## config.mk

```make
export PLATFORM = sky130hd
export DESIGN_NAME = double_knock_detector_unit_flat
export DESIGN_NICKNAME = d
export VERILOG_FILES = /design/src/design/dkd_pkg.sv /design/src/design/dkd_if.sv /design/src/design/dkd_cfg_regs.sv /design/src/design/dkd_ctrl.sv /design/src/design/dkd_datapath.sv /design/src/design/double_knock_detector_unit.sv /design/src/flat_wrapper.sv
export VERILOG_INCLUDE_DIRS = /design/src /design/src/design
export SDC_FILE = /design/constraint.sdc
export NUM_CORES = 2
export LEC_CHECK = 0
export ABC_AREA = 1
export BUFFER_PORTS_ARGS = -buffer_cell sky130_fd_sc_hd__buf_2
export CORE_UTILIZATION = 63
export CTS_CLUSTER_SIZE = 24
export DETAILED_ROUTE_END_ITERATION = 12
export PLACE_DENSITY = 0.85
export SETUP_SLACK_MARGIN = 0.02
export SLEW_MARGIN = 20
export SYNTH_ARGS = -nofsm -noshare
export SYNTH_HDL_FRONTEND = slang
export SYNTH_HIERARCHICAL = 1
export SYNTH_SLANG_ARGS = --single-unit
```

## constraint.sdc

```tcl
create_clock -name i_clk -period 7.8 [get_ports i_clk]
set_input_delay 1.17 -clock i_clk [delete_from_list [all_inputs] [get_ports i_clk]]
set_output_delay 1.17 -clock i_clk [all_outputs]
set_load 0.05 [all_outputs]
```

## src/design/double_knock_detector_unit_assert.svh

```systemverilog
// Assertion helpers for the datapath RTL, clocked on i_clk and disabled in reset.
`ifndef DOUBLE_KNOCK_DETECTOR_UNIT_ASSERT_SVH
`define DOUBLE_KNOCK_DETECTOR_UNIT_ASSERT_SVH

// Same-cycle implication.
`define DKD_ASSERT_NOW(label, ante, cons, msg) \
    label: assert property (@(posedge i_clk) disable iff (!i_rst_n) (ante) |-> (cons)) \
        else $error(msg);

// Next-cycle implication.
`define DKD_ASSERT_NEXT(label, ante, cons, msg) \
    label: assert property (@(posedge i_clk) disable iff (!i_rst_n) (ante) |=> (cons)) \
        else $error(msg);

`endif

```

## src/design/dkd_pkg.sv

```systemverilog
`default_nettype none

package dkd_pkg;

    localparam int MAX_SLICE_SAMPLES_DEF = 1024;

    localparam int SAMPLE_W = 16;
    localparam int TIME_W   = 32;
    localparam int ENERGY_W = 16;
    localparam int THR_W    = 23;
    localparam int PROD_W   = 24;
    localparam int MIN_W    = 17;
    localparam int CFG_IDX_W  = 3;
    localparam int CFG_DATA_W = 16;

    localparam logic [MIN_W-1:0] MIN_NONE = '1;

    // register indexes
    localparam logic [CFG_IDX_W-1:0] CFG_FLOOR_WINDOW = 3'd0;
    localparam logic [CFG_IDX_W-1:0] CFG_GAIN         = 3'd1;
    localparam logic [CFG_IDX_W-1:0] CFG_THR_MIN      = 3'd2;
    localparam logic [CFG_IDX_W-1:0] CFG_MAX_BURST    = 3'd3;
    localparam logic [CFG_IDX_W-1:0] CFG_MIN_GAP      = 3'd4;
    localparam logic [CFG_IDX_W-1:0] CFG_MAX_GAP      = 3'd5;
    localparam logic [CFG_IDX_W-1:0] CFG_COOLDOWN     = 3'd6;

    localparam logic [15:0] FLOOR_WINDOW_RST = 16'd1000;
    localparam logic [7:0]  GAIN_RST         = 8'd8;
    localparam logic [15:0] THR_MIN_RST      = 16'd300;
    localparam logic [15:0] MAX_BURST_RST    = 16'd200;
    localparam logic [15:0] MIN_GAP_RST      = 16'd100;
    localparam logic [15:0] MAX_GAP_RST      = 16'd800;
    localparam logic [15:0] COOLDOWN_RST     = 16'd1500;

    typedef enum logic [1:0] {
        KS_IDLE     = 2'd0,
        KS_ARMED    = 2'd1,
        KS_COOLDOWN = 2'd2
    } t_knock_state;

    typedef enum logic [2:0] {
        S_ACCEPT,
        S_DIVIDE,
        S_WINDOW,
        S_THRESH,
        S_DECIDE
    } t_ctl_state;

    typedef struct packed {
        logic [15:0] floor_window_ms;
        logic [7:0]  threshold_gain;
        logic [15:0] threshold_minimum;
        logic [15:0] max_burst_ms;
        logic [15:0] min_gap_ms;
        logic [15:0] max_gap_ms;
        logic [15:0] cooldown_ms;
    } t_cfg;

    typedef struct packed {
        logic accum;     // add the accepted sample
        logic start;     // last sample: latch slice data, prime divider
        logic div_step;
        logic win_upd;
        logic thr_calc;
        logic finish;    // recognizer step, load result, clear accumulator
    } t_dp_cmd;

    typedef struct packed {
        logic div_done;
        logic out_free;
    } t_dp_stat;

endpackage

`default_nettype wire

```

## src/design/dkd_if.sv

```systemverilog
`default_nettype none

interface dkd_in_if;
    import dkd_pkg::*;
    logic                       valid;
    logic                       ready;
    logic signed [SAMPLE_W-1:0] sample;
    logic                       last_in_slice;
    logic [TIME_W-1:0]          time_ms;
    logic                       chat_idle;

    modport source (output valid, sample, last_in_slice, time_ms, chat_idle, input ready);
    modport sink (input valid, sample, last_in_slice, time_ms, chat_idle, output ready);
endinterface

interface dkd_out_if;
    import dkd_pkg::*;
    logic                valid;
    logic                ready;
    logic                knock_detected;
    logic [ENERGY_W-1:0] slice_energy;
    logic [THR_W-1:0]    hit_threshold;
    logic [1:0]          recognizer_state;

    modport source (output valid, knock_detected, slice_energy, hit_threshold,
                    recognizer_state, input ready);
    modport sink (input valid, knock_detected, slice_energy, hit_threshold,
                  recognizer_state, output ready);
endinterface

`default_nettype wire

```

## src/design/dkd_cfg_regs.sv

```systemverilog
`default_nettype none

module dkd_cfg_regs
    import dkd_pkg::*;
(
    input  wire logic                  i_clk,
    input  wire logic                  i_rst_n,
    input  wire logic                  i_cfg_we,
    input  wire logic [CFG_IDX_W-1:0]  i_cfg_idx,
    input  wire logic [CFG_DATA_W-1:0] i_cfg_data,
    output t_cfg                       o_cfg
);

    t_cfg r_cfg;
    t_cfg n_cfg;

    always_comb begin
        n_cfg = r_cfg;
        if (i_cfg_we) begin
            unique case (i_cfg_idx)
                CFG_FLOOR_WINDOW: n_cfg.floor_window_ms   = i_cfg_data;
                CFG_GAIN:         n_cfg.threshold_gain    = i_cfg_data[7:0];
                CFG_THR_MIN:      n_cfg.threshold_minimum = i_cfg_data;
                CFG_MAX_BURST:    n_cfg.max_burst_ms      = i_cfg_data;
                CFG_MIN_GAP:      n_cfg.min_gap_ms        = i_cfg_data;
                CFG_MAX_GAP:      n_cfg.max_gap_ms        = i_cfg_data;
                CFG_COOLDOWN:     n_cfg.cooldown_ms       = i_cfg_data;
                default:          n_cfg = r_cfg;
            endcase
        end
    end

    always_ff @(posedge i_clk) begin
        if (!i_rst_n) begin
            r_cfg.floor_window_ms   <= FLOOR_WINDOW_RST;
            r_cfg.threshold_gain    <= GAIN_RST;
            r_cfg.threshold_minimum <= THR_MIN_RST;
            r_cfg.max_burst_ms      <= MAX_BURST_RST;
            r_cfg.min_gap_ms        <= MIN_GAP_RST;
            r_cfg.max_gap_ms        <= MAX_GAP_RST;
            r_cfg.cooldown_ms       <= COOLDOWN_RST;
        end else begin
            r_cfg <= n_cfg;
        end
    end

    assign o_cfg = r_cfg;

endmodule

`default_nettype wire

```

## src/design/dkd_ctrl.sv

```systemverilog
`default_nettype none

module dkd_ctrl
    import dkd_pkg::*;
(
    input  wire logic     i_clk,
    input  wire logic     i_rst_n,
    input  wire logic     i_in_valid,
    input  wire logic     i_in_last,
    output logic          o_in_ready,
    input  wire t_dp_stat i_stat,
    output t_dp_cmd       o_cmd
);

    t_ctl_state r_state;
    t_ctl_state n_state;

    always_comb begin
        n_state = r_state;
        unique case (r_state)
            S_ACCEPT: if (i_in_valid && i_in_last) n_state = S_DIVIDE;
            S_DIVIDE: if (i_stat.div_done) n_state = S_WINDOW;
            S_WINDOW: n_state = S_THRESH;
            S_THRESH: n_state = S_DECIDE;
            S_DECIDE: if (i_stat.out_free) n_state = S_ACCEPT;
            default:  n_state = S_ACCEPT;
        endcase
    end

    always_comb begin
        o_in_ready = 1'b0;
        o_cmd      = '0;
        unique case (r_state)
            S_ACCEPT: begin
                o_in_ready  = 1'b1;
                o_cmd.accum = i_in_valid;
                o_cmd.start = i_in_valid && i_in_last;
            end
            S_DIVIDE: o_cmd.div_step = 1'b1;
            S_WINDOW: o_cmd.win_upd  = 1'b1;
            S_THRESH: o_cmd.thr_calc = 1'b1;
            S_DECIDE: o_cmd.finish   = i_stat.out_free;
            default: begin
                o_in_ready = 1'b0;
            end
        endcase
    end

    always_ff @(posedge i_clk) begin
        if (!i_rst_n) begin
            r_state <= S_ACCEPT;
        end else begin
            r_state <= n_state;
        end
    end

endmodule

`default_nettype wire

```

## src/design/dkd_datapath.sv

```systemverilog
`default_nettype none

module dkd_datapath
    import dkd_pkg::*;
#(
    parameter int MAX_SLICE_SAMPLES = MAX_SLICE_SAMPLES_DEF
) (
    input  wire logic                       i_clk,
    input  wire logic                       i_rst_n,
    input  wire t_cfg                       i_cfg,
    input  wire t_dp_cmd                    i_cmd,
    output t_dp_stat                        o_stat,
    input  wire logic signed [SAMPLE_W-1:0] i_sample,
    input  wire logic [TIME_W-1:0]          i_time_ms,
    input  wire logic                       i_chat_idle,
    dkd_out_if.source                       o_res
);

`include "double_knock_detector_unit_assert.svh"

    localparam int CNT_W  = $clog2(MAX_SLICE_SAMPLES + 1);
    localparam int SUM_W  = 15 + CNT_W;
    localparam int STEP_W = $clog2(SUM_W);

    // accumulator doubles as the dividend / quotient shift register
    logic [SUM_W-1:0]  r_sum;
    logic [CNT_W-1:0]  r_cnt;
    logic [CNT_W-1:0]  r_rem;
    logic [STEP_W-1:0] r_step;
    logic [TIME_W-1:0] r_now;
    logic              r_chat;

    logic [ENERGY_W-1:0] r_nf;
    logic [MIN_W-1:0]    r_wmin;
    logic [TIME_W-1:0]   r_wstart;
    logic [PROD_W-1:0]   r_thr;
    t_knock_state        r_ks;
    logic                r_in_burst;
    logic [TIME_W-1:0]   r_bstart;
    logic [TIME_W-1:0]   r_lkt;

    logic                r_out_valid;
    logic                r_out_knock;
    logic [ENERGY_W-1:0] r_out_energy;
    logic [THR_W-1:0]    r_out_thr;
    t_knock_state        r_out_ks;

    logic [SAMPLE_W-1:0] mag;
    logic [CNT_W:0]      div_sh;
    logic                div_ge;
    logic [CNT_W:0]      div_diff;
    logic [ENERGY_W-1:0] energy;

    logic [MIN_W-1:0]    n_wmin;
    logic [ENERGY_W-1:0] n_nf;
    logic [TIME_W-1:0]   n_wstart;
    logic [MIN_W-1:0]    wmin_mid;
    logic [PROD_W-1:0]   prod;

    t_knock_state        ks_gated;
    t_knock_state        n_ks;
    logic                n_in_burst;
    logic [TIME_W-1:0]   n_bstart;
    logic [TIME_W-1:0]   n_lkt;
    logic                n_knock;
    logic [TIME_W-1:0]   burst_len;
    logic [TIME_W-1:0]   gap_start;
    logic [TIME_W-1:0]   since_knock;

    // |sample|; the most negative code maps to 32768
    assign mag = i_sample[SAMPLE_W-1] ? (~i_sample + 1'b1) : i_sample;

    // restoring divide, one quotient bit per cycle
    assign div_sh   = {r_rem, r_sum[SUM_W-1]};
    assign div_ge   = div_sh >= {1'b0, r_cnt};
    assign div_diff = div_sh - {1'b0, r_cnt};
    assign energy   = r_sum[ENERGY_W-1:0];

    always_comb begin
        n_nf     = r_nf;
        n_wstart = r_wstart;
        wmin_mid = r_wmin;
        if ((r_now - r_wstart) >= {16'd0, i_cfg.floor_window_ms}) begin
            n_wstart = r_now;
            if (r_wmin != '0 && r_wmin != MIN_NONE) n_nf = r_wmin[ENERGY_W-1:0];
            wmin_mid = MIN_NONE;
        end
        n_wmin = ({1'b0, energy} < wmin_mid) ? {1'b0, energy} : wmin_mid;
    end

    assign prod = PROD_W'(r_nf * i_cfg.threshold_gain);

    always_comb begin
        ks_gated    = (!r_chat && r_ks == KS_ARMED) ? KS_IDLE : r_ks;
        n_ks        = ks_gated;
        n_in_burst  = r_in_burst;
        n_bstart    = r_bstart;
        n_lkt       = r_lkt;
        n_knock     = 1'b0;
        burst_len   = r_now - r_bstart;
        gap_start   = r_bstart - r_lkt;
        since_knock = r_now - r_lkt;
        if (ks_gated == KS_COOLDOWN) begin
            if (since_knock >= {16'd0, i_cfg.cooldown_ms}) n_ks = KS_IDLE;
        end else if ({8'd0, energy} <= r_thr) begin
            if (r_in_burst) begin
                n_in_burst = 1'b0;
                n_bstart   = '0;
                if (burst_len <= {16'd0, i_cfg.max_burst_ms}) begin
                    if (ks_gated == KS_ARMED && gap_start >= {16'd0, i_cfg.min_gap_ms}) begin
                        n_knock = 1'b1;
                        n_ks    = KS_COOLDOWN;
                        n_lkt   = r_now;
                    end else begin
                        n_ks  = KS_ARMED;
                        n_lkt = r_bstart;
                    end
                end
            end
        end else if (!r_in_burst) begin
            n_in_burst = 1'b1;
            n_bstart   = r_now;
            if (ks_gated == KS_ARMED && since_knock > {16'd0, i_cfg.max_gap_ms}) begin
                n_ks = KS_IDLE;
            end
        end
    end

    always_ff @(posedge i_clk) begin
        if (!i_rst_n) begin
            r_sum       <= '0;
            r_cnt       <= '0;
            r_rem       <= '0;
            r_step      <= '0;
            r_nf        <= '0;
            r_wmin      <= MIN_NONE;
            r_wstart    <= '0;
            r_ks        <= KS_IDLE;
            r_in_burst  <= 1'b0;
            r_bstart    <= '0;
            r_lkt       <= '0;
            r_out_valid <= 1'b0;
        end else begin
            if (i_cmd.accum && r_cnt < CNT_W'(MAX_SLICE_SAMPLES)) begin
                r_sum <= r_sum + SUM_W'(mag);
                r_cnt <= r_cnt + 1'b1;
            end
            if (i_cmd.start) begin
                r_rem  <= '0;
                r_step <= '0;
            end
            if (i_cmd.div_step) begin
                r_sum  <= {r_sum[SUM_W-2:0], div_ge};
                r_rem  <= div_ge ? div_diff[CNT_W-1:0] : div_sh[CNT_W-1:0];
                r_step <= r_step + 1'b1;
            end
            if (i_cmd.win_upd) begin
                r_nf     <= n_nf;
                r_wstart <= n_wstart;
                r_wmin   <= n_wmin;
            end
            if (i_cmd.finish) begin
                r_sum       <= '0;
                r_cnt       <= '0;
                r_ks        <= n_ks;
                r_in_burst  <= n_in_burst;
                r_bstart    <= n_bstart;
                r_lkt       <= n_lkt;
                r_out_valid <= 1'b1;
            end else if (o_res.ready) begin
                r_out_valid <= 1'b0;
            end
        end
    end

    always_ff @(posedge i_clk) begin
        if (i_cmd.start) begin
            r_now  <= i_time_ms;
            r_chat <= i_chat_idle;
        end
        if (i_cmd.thr_calc) begin
            r_thr <= (prod < {8'd0, i_cfg.threshold_minimum}) ?
                     {8'd0, i_cfg.threshold_minimum} : prod;
        end
        if (i_cmd.finish) begin
            r_out_knock  <= n_knock;
            r_out_energy <= energy;
            r_out_thr    <= r_thr[THR_W-1:0];
            r_out_ks     <= n_ks;
        end
    end

    assign o_stat.div_done = r_step == STEP_W'(SUM_W - 1);
    assign o_stat.out_free = !r_out_valid || o_res.ready;

    assign o_res.valid            = r_out_valid;
    assign o_res.knock_detected   = r_out_knock;
    assign o_res.slice_energy     = r_out_energy;
    assign o_res.hit_threshold    = r_out_thr;
    assign o_res.recognizer_state = r_out_ks;

    `DKD_ASSERT_NOW(a_knock_enters_cooldown, r_out_valid && r_out_knock, r_out_ks == KS_COOLDOWN, "knock reported outside cooldown")
    `DKD_ASSERT_NOW(a_count_bounded, 1'b1, r_cnt <= CNT_W'(MAX_SLICE_SAMPLES), "slice count beyond bound")
    `DKD_ASSERT_NOW(a_no_burst_in_cooldown, r_in_burst, r_ks != KS_COOLDOWN, "burst tracked in cooldown")
    `DKD_ASSERT_NEXT(a_finish_clears, i_cmd.finish, r_cnt == '0 && r_out_valid, "slice not closed after result")

endmodule

`default_nettype wire

```

## src/design/double_knock_detector_unit.sv

```systemverilog
// Channel | Dir | Payload                                                  | Handshake
// i_smp   | in  | sample, last_in_slice, time_ms, chat_idle                | valid/ready
// o_res   | out | knock_detected, slice_energy, hit_threshold, recog. state | valid/ready
// i_cfg_* | in  | 3-bit index, 16-bit data                                 | write enable
//
// A sample that is not the last of its slice is taken at once: input ready is high while a slice is gathered.
// The last sample starts the serial divider for the mean, which gives one quotient
// bit per cycle; then come the window, threshold and recognizer steps. Input ready
// is low throughout that stretch.
// The result sits in an output register; a further stall holds the recognizer
// step until that register is free. Synchronous active-low reset, no clearing pass.
`default_nettype none

module double_knock_detector_unit
    import dkd_pkg::*;
#(
    parameter int MAX_SLICE_SAMPLES = MAX_SLICE_SAMPLES_DEF
) (
    input  wire logic                  i_clk,
    input  wire logic                  i_rst_n,
    dkd_in_if.sink                     i_smp,
    dkd_out_if.source                  o_res,
    input  wire logic                  i_cfg_we,
    input  wire logic [CFG_IDX_W-1:0]  i_cfg_idx,
    input  wire logic [CFG_DATA_W-1:0] i_cfg_data
);

    t_cfg     cfg;
    t_dp_cmd  cmd;
    t_dp_stat stat;
    logic     in_ready;

    dkd_cfg_regs u_cfg (
        .i_clk      (i_clk),
        .i_rst_n    (i_rst_n),
        .i_cfg_we   (i_cfg_we),
        .i_cfg_idx  (i_cfg_idx),
        .i_cfg_data (i_cfg_data),
        .o_cfg      (cfg)
    );

    dkd_ctrl u_ctrl (
        .i_clk      (i_clk),
        .i_rst_n    (i_rst_n),
        .i_in_valid (i_smp.valid),
        .i_in_last  (i_smp.last_in_slice),
        .o_in_ready (in_ready),
        .i_stat     (stat),
        .o_cmd      (cmd)
    );

    assign i_smp.ready = in_ready;

    dkd_datapath #(
        .MAX_SLICE_SAMPLES (MAX_SLICE_SAMPLES)
    ) u_dp (
        .i_clk       (i_clk),
        .i_rst_n     (i_rst_n),
        .i_cfg       (cfg),
        .i_cmd       (cmd),
        .o_stat      (stat),
        .i_sample    (i_smp.sample),
        .i_time_ms   (i_smp.time_ms),
        .i_chat_idle (i_smp.chat_idle),
        .o_res       (o_res)
    );

endmodule

`default_nettype wire

```

## src/flat_wrapper.sv

```systemverilog
// flat-port wrapper written by rule: the top's interface ports become plain ports
module double_knock_detector_unit_flat import dkd_pkg::*;
#(
    parameter int MAX_SLICE_SAMPLES = MAX_SLICE_SAMPLES_DEF
)
  (i_clk, i_rst_n, i_cfg_we, i_cfg_idx, i_cfg_data, i_smp_valid, i_smp_sample, i_smp_last_in_slice, i_smp_time_ms, i_smp_chat_idle, i_smp_ready, o_res_valid, o_res_knock_detected, o_res_slice_energy, o_res_hit_threshold, o_res_recognizer_state, o_res_ready);
  dkd_in_if i_smp_i ();
  dkd_out_if o_res_i ();
  input  wire logic i_clk;
  input  wire logic i_rst_n;
  input  wire logic i_cfg_we;
  input  wire logic [CFG_IDX_W-1:0] i_cfg_idx;
  input  wire logic [CFG_DATA_W-1:0] i_cfg_data;
  input wire logic [$bits(i_smp_i.valid)-1:0] i_smp_valid;
  input wire logic [$bits(i_smp_i.sample)-1:0] i_smp_sample;
  input wire logic [$bits(i_smp_i.last_in_slice)-1:0] i_smp_last_in_slice;
  input wire logic [$bits(i_smp_i.time_ms)-1:0] i_smp_time_ms;
  input wire logic [$bits(i_smp_i.chat_idle)-1:0] i_smp_chat_idle;
  output wire logic [$bits(i_smp_i.ready)-1:0] i_smp_ready;
  output wire logic [$bits(o_res_i.valid)-1:0] o_res_valid;
  output wire logic [$bits(o_res_i.knock_detected)-1:0] o_res_knock_detected;
  output wire logic [$bits(o_res_i.slice_energy)-1:0] o_res_slice_energy;
  output wire logic [$bits(o_res_i.hit_threshold)-1:0] o_res_hit_threshold;
  output wire logic [$bits(o_res_i.recognizer_state)-1:0] o_res_recognizer_state;
  input wire logic [$bits(o_res_i.ready)-1:0] o_res_ready;
  assign i_smp_i.valid = i_smp_valid;
  assign i_smp_i.sample = i_smp_sample;
  assign i_smp_i.last_in_slice = i_smp_last_in_slice;
  assign i_smp_i.time_ms = i_smp_time_ms;
  assign i_smp_i.chat_idle = i_smp_chat_idle;
  assign i_smp_ready = i_smp_i.ready;
  assign o_res_valid = o_res_i.valid;
  assign o_res_knock_detected = o_res_i.knock_detected;
  assign o_res_slice_energy = o_res_i.slice_energy;
  assign o_res_hit_threshold = o_res_i.hit_threshold;
  assign o_res_recognizer_state = o_res_i.recognizer_state;
  assign o_res_i.ready = o_res_ready;
  double_knock_detector_unit #(.MAX_SLICE_SAMPLES(MAX_SLICE_SAMPLES)) u_core (.i_clk(i_clk), .i_rst_n(i_rst_n), .i_smp(i_smp_i), .o_res(o_res_i), .i_cfg_we(i_cfg_we), .i_cfg_idx(i_cfg_idx), .i_cfg_data(i_cfg_data));
endmodule
```

==> out/metrics.cfg <==
[drt]
avgViaCountPerCell=5.66
avgRoutedWirePerCell_um=16.6
drc=0
drt-total-wl_mm=92.3
wl_met2_mm=39.7
wl_met3_mm=8.25
vias=31500
drtPass1Iterations=6
m1WireLength_mm=40.9
drt_iter0_drc=3234
highest_layer=met5
drtAntennaViolNets=0

[yosys]
ys_warn_count=6
synth.distinct_cells=61
synthArstFlopShare_pct=0
ys_seq_elements=392
syn-num-nets=5299
seq_area_frac_synth_pct=26.8
syn_inst=4809
synth_enable_flop_cells=99
netlist_area_um2=32900
syn_area_per_cell_um2=6.85
synth_flop_cell=dfxtp_1

[place]
gp_congestion=0.984
hpwl_mm=70.8
placement.io_buffers=117

[cts]
cts_resized=0
root_buffer=clkbuf_16
htreeDepth=2
max-clock-path-buffers=3
clk_pin_slew_worst_paths_ns=0.06
cts_buffers=44
cts_setup_buffers=0
cts_hold_buf=0
clk_latency_ns=0.60
clock-sinks=392
cts_tree=yes

[timing]
tightest_slew_ns=1.11
rsz0062_at_grt=false
maxSlewHeadroom_pct=25.9
finClkSkew_ns=0.0191
finalHoldViolations=0
max_freq_ghz=0.154
min_period_ns=6.51
fin_tns_setup_ns=0
slew_viol_final=0
setup_violations=0
min_period_over_period_pct=83.4

[critical_path]
path_common_cell=nand2_1
critPathMaxFanout=17
startpoint=u_core/u_cfg/o_cfg[87]$_SDFFE_PN0P_
required_ns=8.14
rr_startpoint=u_core/u_cfg/o_cfg[87]$_SDFFE_PN0P_
cp-start-kind=register
crit_path_end_kind=register
arrival_ns=6.85
critPathMaxStageDelay_ns=0.72
critPathKind=register to register
critical_path.slowest_cell=dfxtp_1

[layout]
n_antenna_cell=0
multi_input_area_um2=20300
fill_cells=4521
drive_gt1_share_pct=6.61
layout.nets=5339
final-seq-area_um2=8840
areaGrowthSynthToFinish_pct=7.64
final_common_cell=nand2_1
final_cell_mix=1,251 x nand2_1, 803 x inv_1, 441 x nor2_1

[global_route]
grt_overflow=0
antenna_found_initial=2
grt_pass1_vias=28800
grt_pass1_wl_mm=149
track_usage_pct=34.6
grt_max_degree=88

[pwr]
ir_drop_mv=0.172
power_density_nw_per_um2=171
total_power_w=0.00605
leakage_nw=17.6

[worst_hold_path]
hp-class=register to register
min_from=u_core/u_dp/r_thr[17]$_SDFFCE_PP0P_

[floorplanning]
fp.coreArea_um2=51500
dieHeight_um=231
die_area_um2=53200
num_rows=83
die_w_um=231
start_util_pct=63.9
ios=118

[outcome]
status=finished, final reports clean

[job]
cap_violations=0

==> state kept, by name, summed over array words and instances (netlist names), 2 cells and up <==
register / flops
u_core/u_ctrl/r_state: 3
u_core/u_dp/r_rem: 11
u_core/u_dp/o_res.hit_threshold: 23
u_core/u_dp/r_wmin: 17
u_core/u_dp/r_bstart: 32
u_core/u_dp/r_sum: 26
u_core/u_cfg/o_cfg: 104
u_core/u_dp/r_wstart: 32
u_core/u_dp/r_lkt: 32
u_core/u_dp/o_res.slice_energy: 16
u_core/u_dp/r_ks: 2
u_core/u_dp/r_step: 5
u_core/u_dp/r_now: 32
u_core/u_dp/o_res.recognizer_state: 2
u_core/u_dp/r_nf: 16
u_core/u_dp/r_cnt: 11
u_core/u_dp/r_thr: 24
==> critical path: cells and delay by family (launching register included) <==
family	cells	cell delay (ns)
adders and majority gates	6	2.75
and+or+nand+nor	11	1.56
AOI/OAI and AO/OA	5	0.82
DFF	1	0.72
buffers and inverters	4	0.23
xor gates and xnor gates	1	0.19
==> metal layers <==
| layer | vias up | track usage [%] |
|---|---|---|
| met5 | - | 0 |
| met4 | 2 | 13.1 |
| met3 | 212 | 5.01 |
| met2 | 1318 | 53.0 |
| met1 | 14500 | 49.2 |
| li1 | 15500 | - |
==> per-stage QoR <==
stage	util [%]	worst slack [ns]	hold WS [ns]	area, µm²	instances
floorplan	-	0.689	0.426	32900	4809
global placement	65.6	1.43	0.435	33800	5483
detailed placement	65.6	1.30	0.439	33800	5483
CTS	68.8	1.32	0.450	35400	5565
global route	68.8	0.824	0.464	35400	5565
finish	68.8	1.29	0.450	35400	5565
==> path summary, 6_finish.rpt <==
kind / to / slack [ns] / cells after the start
worst max-delay path: u_core/u_dp/r_thr[4]$_DFFE_PP_ / 1.29 / 27
worst min-delay path: u_core/u_dp/o_res.hit_threshold[17]$_DFFE_PP_ / 0.45 / 0
worst max register to register: u_core/u_dp/r_thr[4]$_DFFE_PP_ / 1.29 / 27
worst min register to register: u_core/u_dp/o_res.hit_threshold[17]$_DFFE_PP_ / 0.45 / 0
==> report_power, final <==
part / switching, W / total [W] / internal, W
Sequential: 0.000123 / 0.00229 / 0.00217
Clock: 0.000924 / 0.00235 / 0.00143
Combinational: 0.000905 / 0.00141 / 0.000505
Total: 0.00195 / 0.00605 / 0.00410
==> layout make-up <==
class | instances | share of cell area, %
clock buffer | 61 | 3.73
clock inverter | 21 | 0.897
inverter | 817 | 8.66
multi-input combinational | 3460 | 57.3
sequential | 392 | 24.9
tap | 680 | 2.40
timing repair buffer | 134 | 2.02
==> synthesized netlist by cell type, types with 3 or more instances <==
library cell / n / area, µm²
xnor2_1: 40 / 350
nand3_1: 337 / 1690
o21ai_1: 12 / 60.1
fa_1: 90 / 1800
a21boi_1: 3 / 22.5
and2_1: 4 / 25.0
dfxtp_1: 293 / 5870
nand3b_1: 15 / 113
nor3b_1: 3 / 22.5
a21o_1: 13 / 97.6
nor2_2: 12 / 75.1
a21oi_1: 356 / 1780
buf_1: 11 / 41.3
nand2_4: 5 / 56.3
buf_4: 20 / 150
nor2_1: 443 / 1660
edfxtp_1: 99 / 2970
xor2_1: 92 / 806
a21oi_2: 33 / 289
nor3_1: 42 / 210
a21boi_0: 5 / 37.5
o211ai_1: 17 / 128
o21a_1: 14 / 105
o21ai_0: 148 / 741
or2_2: 5 / 31.3
nand2_1: 1251 / 4700
nor2_4: 13 / 146
nor4_1: 17 / 106
ha_1: 326 / 4080
inv_1: 804 / 3020
o21bai_1: 9 / 67.6
o21ai_2: 3 / 26.3
buf_2: 25 / 125
inv_2: 12 / 45.0
nand3_2: 7 / 70.1
a31oi_1: 31 / 194
nand4_1: 61 / 382
nand2_2: 12 / 75.1
a211oi_1: 16 / 120
buf_6: 9 / 101
clkbuf_1: 74 / 278
==> cells by family (layout without fill, tap and decap cells) <==
| group | count (synthesis) | after routing | share of synthesized area (%) |
|---|---|---|---|
| buffers and inverters | 957 | 1033 | 11.5 |
| adders and majority gates | 416 | 416 | 17.9 |
| DFF | 392 | 392 | 26.8 |
| AOI/OAI and AO/OA | 672 | 672 | 11.5 |
| xor gates and xnor gates | 134 | 134 | 3.61 |
| and+or+nand+nor | 2238 | 2238 | 28.7 |
Note: power is estimated with default switching activity, not from simulation.
